===== config.mk =====
export PLATFORM = sky130hd
export DESIGN_NAME = crdg_cfg
export DESIGN_NICKNAME = d
export VERILOG_FILES = /design/src/sv/crdg_pkg.sv /design/src/sv/crdg_cfg.sv
export SDC_FILE = /design/constraint.sdc
export NUM_CORES = 1
export LEC_CHECK = 0
export BUFFER_PORTS_ARGS = -buffer_cell sky130_fd_sc_hd__buf_2
export CAP_MARGIN = 5
export CORE_AREA = 2 2 164 166
export CTS_BUF_LIST = sky130_fd_sc_hd__clkbuf_4 sky130_fd_sc_hd__clkbuf_8 sky130_fd_sc_hd__clkbuf_16
export DETAILED_ROUTE_END_ITERATION = 16
export DIE_AREA = 0 0 166 168
export PLACE_DENSITY = 0.81
export SLEW_MARGIN = 20
export SYNTH_ARGS = -nofsm -noshare
export SYNTH_HDL_FRONTEND = slang
export SYNTH_SLANG_ARGS = --single-unit

===== constraint.sdc =====
create_clock -name clk -period 2.4 [get_ports clk]
set_clock_uncertainty 0.05 [all_clocks]
set_input_delay 0.12 -clock clk [delete_from_list [all_inputs] [get_ports clk]]
set_output_delay 0.12 -clock clk [all_outputs]
set_load 0.05 [all_outputs]

===== src/sv/crdg_pkg.sv =====
// ----------------------------------------------------------------------------
// crdg_pkg: shared definitions for the camera ray direction generator
// Widths, register indexes, pipeline bundles and the reciprocal square root
// seed table.
// ----------------------------------------------------------------------------
package crdg_pkg;

  localparam int MAX_WIDTH    = 4096;
  localparam int MAX_HEIGHT   = 4096;
  localparam int SEED_BITS    = 6;
  localparam int NEWTON_STEPS = 3;

  localparam int PIX_W    = 12;
  localparam int COMP_W   = 32;
  localparam int STEP_W   = COMP_W + PIX_W + 1;
  localparam int V_W      = 46;
  localparam int MAG_W    = 45;
  localparam int MAG_LO_W = 23;
  localparam int MAG_HI_W = MAG_W - MAG_LO_W;
  localparam int LEN_W    = 92;
  localparam int CHUNK_W  = 16;
  localparam int CHUNKS   = 6;
  localparam int CIDX_W   = 3;
  localparam int POS_W    = 4;
  localparam int K_W      = 6;
  localparam int M_W      = 32;
  localparam int Y_W      = 32;
  localparam int T_W      = 34;
  localparam int U_W      = 33;
  localparam int H_W      = 31;
  localparam int FRAC     = 30;
  localparam int OUT_W    = 32;
  localparam int PROD_W   = MAG_W + Y_W;

  localparam int SEED_IDX_W   = SEED_BITS + 1;
  localparam int SEED_ENTRIES = 2 ** SEED_IDX_W;

  localparam int ADDR_W = 6;
  localparam int IDX_W  = 3;
  localparam int DATA_W = 64;

  localparam logic [IDX_W-1:0] REG_CORNER_XY   = 3'd0;
  localparam logic [IDX_W-1:0] REG_CORNER_Z    = 3'd1;
  localparam logic [IDX_W-1:0] REG_COL_STEP_XY = 3'd2;
  localparam logic [IDX_W-1:0] REG_COL_STEP_Z  = 3'd3;
  localparam logic [IDX_W-1:0] REG_ROW_STEP_XY = 3'd4;
  localparam logic [IDX_W-1:0] REG_ROW_STEP_Z  = 3'd5;

  localparam logic [OUT_W-1:0] ONE_Q30          = 32'h4000_0000;
  localparam logic [H_W-1:0]   THREE_HALVES_Q30 = 31'h6000_0000;

  typedef logic signed [COMP_W-1:0] comp_t;
  typedef logic [MAG_W-1:0] mag_t;

  typedef struct packed {
    comp_t [2:0] corner;
    comp_t [2:0] col_step;
    comp_t [2:0] row_step;
  } cfg_t;

  typedef struct packed {
    mag_t [2:0] mag;
    logic [2:0] neg;
  } side_t;

  typedef struct packed {
    logic [K_W-1:0] k;
    logic           zero;
    side_t          side;
  } tag_t;

  typedef logic [SEED_ENTRIES-1:0][Y_W-1:0] seed_rom_t;

  function automatic logic [63:0] udiv64(input logic [63:0] n, input logic [63:0] d);
    logic [64:0] r;
    logic [63:0] q;
    r = '0;
    q = '0;
    for (int i = 63; i >= 0; i--) begin
      r = {r[63:0], n[i]};
      if (r >= {1'b0, d}) begin
        r = r - {1'b0, d};
        q[i] = 1'b1;
      end
    end
    return q;
  endfunction

  function automatic logic [63:0] isqrt64(input logic [63:0] x_in);
    logic [63:0] x;
    logic [63:0] res;
    logic [63:0] bit_v;
    x = x_in;
    res = '0;
    bit_v = 64'h4000_0000_0000_0000;
    for (int i = 0; i < 32; i++) begin
      if (bit_v > x) bit_v = bit_v >> 2;
    end
    for (int i = 0; i < 32; i++) begin
      if (bit_v != '0) begin
        if (x >= res + bit_v) begin
          x = x - (res + bit_v);
          res = (res >> 1) + bit_v;
        end else begin
          res = res >> 1;
        end
        bit_v = bit_v >> 2;
      end
    end
    return res;
  endfunction

  // Entry index is {parity, mantissa bits below the leading one}.
  function automatic seed_rom_t build_seed_rom();
    seed_rom_t rom;
    logic [63:0] mq;
    logic [63:0] q;
    logic [63:0] jv;
    logic [63:0] par;
    for (int e = 0; e < SEED_ENTRIES; e++) begin
      jv  = 64'(e) & ((64'd1 << SEED_BITS) - 64'd1);
      par = 64'(e) >> SEED_BITS;
      mq  = ((64'd1 << (SEED_BITS + 1)) + (jv << 1) + 64'd1) << par;
      q   = udiv64(64'h8000_0000_0000_0000, mq);
      rom[e] = Y_W'(isqrt64(q << (SEED_BITS - 2)));
    end
    return rom;
  endfunction

  localparam seed_rom_t SEED_ROM = build_seed_rom();

endpackage


===== src/sv/crdg_cfg.sv =====
// ----------------------------------------------------------------------------
// crdg_cfg: configuration registers
// Register file for the corner and step vectors behind a simple bus port.
// ----------------------------------------------------------------------------
module crdg_cfg (
  input  logic                        clk,
  input  logic                        rst,
  input  logic                        psel,
  input  logic                        penable,
  input  logic                        pwrite,
  input  logic [crdg_pkg::ADDR_W-1:0] paddr,
  input  logic [crdg_pkg::DATA_W-1:0] pwdata,
  output logic [crdg_pkg::DATA_W-1:0] prdata,
  output crdg_pkg::cfg_t              cfg
);

  logic [63:0] corner_xy;
  logic [31:0] corner_z;
  logic [63:0] col_step_xy;
  logic [31:0] col_step_z;
  logic [63:0] row_step_xy;
  logic [31:0] row_step_z;

  logic                       wr;
  logic [crdg_pkg::IDX_W-1:0] idx;

  assign wr  = psel && penable && pwrite;
  assign idx = paddr[crdg_pkg::ADDR_W-1:crdg_pkg::ADDR_W-crdg_pkg::IDX_W];

  always_ff @(posedge clk) begin
    if (rst) begin
      corner_xy   <= '0;
      corner_z    <= '0;
      col_step_xy <= '0;
      col_step_z  <= '0;
      row_step_xy <= '0;
      row_step_z  <= '0;
    end else if (wr) begin
      case (idx)
        crdg_pkg::REG_CORNER_XY:   corner_xy   <= pwdata;
        crdg_pkg::REG_CORNER_Z:    corner_z    <= pwdata[31:0];
        crdg_pkg::REG_COL_STEP_XY: col_step_xy <= pwdata;
        crdg_pkg::REG_COL_STEP_Z:  col_step_z  <= pwdata[31:0];
        crdg_pkg::REG_ROW_STEP_XY: row_step_xy <= pwdata;
        crdg_pkg::REG_ROW_STEP_Z:  row_step_z  <= pwdata[31:0];
        default: ;
      endcase
    end
  end

  always_comb begin
    case (idx)
      crdg_pkg::REG_CORNER_XY:   prdata = corner_xy;
      crdg_pkg::REG_CORNER_Z:    prdata = {32'd0, corner_z};
      crdg_pkg::REG_COL_STEP_XY: prdata = col_step_xy;
      crdg_pkg::REG_COL_STEP_Z:  prdata = {32'd0, col_step_z};
      crdg_pkg::REG_ROW_STEP_XY: prdata = row_step_xy;
      crdg_pkg::REG_ROW_STEP_Z:  prdata = {32'd0, row_step_z};
      default:                   prdata = '0;
    endcase
  end

  always_comb begin
    cfg.corner[0]   = corner_xy[63:32];
    cfg.corner[1]   = corner_xy[31:0];
    cfg.corner[2]   = corner_z;
    cfg.col_step[0] = col_step_xy[63:32];
    cfg.col_step[1] = col_step_xy[31:0];
    cfg.col_step[2] = col_step_z;
    cfg.row_step[0] = row_step_xy[63:32];
    cfg.row_step[1] = row_step_xy[31:0];
    cfg.row_step[2] = row_step_z;
  end

endmodule


==> reports/metrics.yaml <==
outcome: "finished, final reports clean"
critPathRequiredTime_ns: 2.23
rows: 60
io_buffers: 423
ys_seq_elements: 288
post-place-ws_ns: 0.289
layout_common_cells: "buf_2, nand2b_1, mux2i_1"
setup-tns-final_ns: 0
timing.final.crit_share_pct: 88.7
final_common_cell: "buf_2"
insertion_delay_ns: 0.55
grt_max_degree: 92
overflow: 0
start_util_pct: 51.6
gp_congestion: 0.879
syn_area_sq_um: 13600
pin_count: 427
drt_iter0_markers: 775
die_h_microns: 168
finalHoldViolations: 0
fin_crit_ns: 2.13
routed_wl_microns: 42700
cts-root-buf: "clkbuf_16"
die_w_microns: 166
hold_ws_ns: 0.0921
pwr_density_cell_nw_per_um2: 591
syn_nets: 1390
synthTopCellsByArea: "dfxtp_1, mux2i_1, nand2b_1"
fin_area_sq_um: 17700
finalMaxSlewViolations: 0
yosysSeqAreaShare_pct: 42.4
drc: 0
grt_antenna_before_repair: 2
synth_top_area_share_pct: 42.4
worstHoldPathType: "input port to register"
rsz0062_at_grt: "false"
max_freq_mhz: 470
clkTransAtPathRegs_ns: 0.06
postLayoutCoreUtil_pct: 67.2
arrival_ns: 1.96
finalWorstSetupSlack_ns: 0.272
postRouteAntennaNets: 0
ys_warn_count: 0
cts_tree: "yes"
cts_sinks: 288
syn_avg_cell_area_sq_um: 10.3
cts_buffers: 29
drt-pass1-iter-count: 5
power_leakage_nw: 9.29
grt_pass1_wl_microns: 65300
setup_viol: 0
drive_gt1_share_pct: 31.8
final_net_count: 1835
yosysTopAreaCell: "dfxtp_1"
grt_pass1_vias: 11700
cap_violations: 0
crit_type: "input port to output port"
clockBufferDepth: 3
routed_via_density: 5.52
end_kind: "output port"
ys_types: 23
post_dp_cell_area_sq_um: 16100
fillers: 2014
tightest_slew_ns: 0.778
maxSlewHeadroom_pct: 48.2
cp-start-kind: "input port"
hpwl_microns: 28800
synth_cells: 1315
critical_path.max_fanout: 21
cts_setup_buffers: 0
die_area_sq_um: 27900
syn_to_final_growth_pct: 30.2
wl_per_cell_microns: 20.1
irDropWorstVdd_uv: 419
core_area_sq_um: 26400
grt_util_all_layers_pct: 29.0
num_vias: 11700
cts.repair.resized: 0
htree_levels: 1
holdBufCountCts: 64
[logic make-up (layout without fill, tap and decap cells)]
group           Yosys count  count (layout)  synth area share, %
flops                   288             288                 42.4
simple gates            414             414                 18.2
other cells               0               1                    0
mux                     397             397                 29.6
compound gates          105             105                 6.02
buf+inv                 111             578                 3.79
[metrics by stage]
| stage | std cells | total power [mW] |
|---|---|---|
| 2_1_floorplan | 1315 | 5.53 |
| 4_1_cts | 2123 | 10.5 |
| 6_report | 2124 | 10.5 |
| 3_3_place_gp | 2006 | 5.78 |
| 5_1_grt | 2124 | 10.8 |
| 3_5_place_dp | 2006 | 5.79 |
[area by class of cell]
class	count	area, sq um	share of cell area (%)
multi-input cells	916	7360	41.5
flip-flops and latches	288	5770	32.5
repair buffers	525	3170	17.9
clock buffers	40	846	4.77
well taps	341	427	2.41
clock inverters	13	151	0.854
diodes	1	2.50	0.0141
[final timing paths]
check	start	endpoint	slack, ns	cells past startpoint
setup / recovery	paddr[5]	prdata[26]	0.27	5
hold reg to reg	col_step_xy[3]	col_step_xy[3]	0.44	2
hold / removal	penable	row_step_z[31]	0.09	4
setup reg to reg	row_step_xy[63]	row_step_xy[63]	1.62	2
[report_power, final]
part	switching [mW]	total [mW]	internal, mW
clock network	1.91	4.70	2.78
registers	0.0311	4.85	4.81
logic	0.549	0.935	0.386
[layer usage]
metal  track usage, %  vias up  wire length (microns)
met4             11.4        2                   1580
met2             50.4      491                  20500
met5                0        -                     13
li1                 -     5426                      -
met3             6.04      102                   3070
met1             35.4     5694                  17600
[cells in the mapped netlist]
cell,count
mux2_2,44
nor2_1,33
and4_1,1
a2bb2oi_1,36
buf_2,31
o221ai_1,10
buf_1,7
a22oi_1,34
and2_1,3
o32a_1,3
nand2b_1,356
nor2b_1,3
mux2i_1,353
nand2_1,15
buf_4,12
nand3b_1,1
and4b_1,1
o22ai_1,17
clkbuf_1,59
nor3b_1,1
buf_6,2
dfxtp_1,288
o21ai_0,5
[registers in the layout, indices dropped and copies added (netlist names)]
signal and count:
corner_xy 64, row_step_z 32, corner_z 32, row_step_xy 64, col_step_xy 64, col_step_z 32
[worst max-delay path, cell delays in order]
cell      delay, ns
buf_4          0.27
buf_4          0.36
nand2b_1       0.49
o221ai_1       0.36
buf_2          0.33
(Power assumes the default switching activity.)
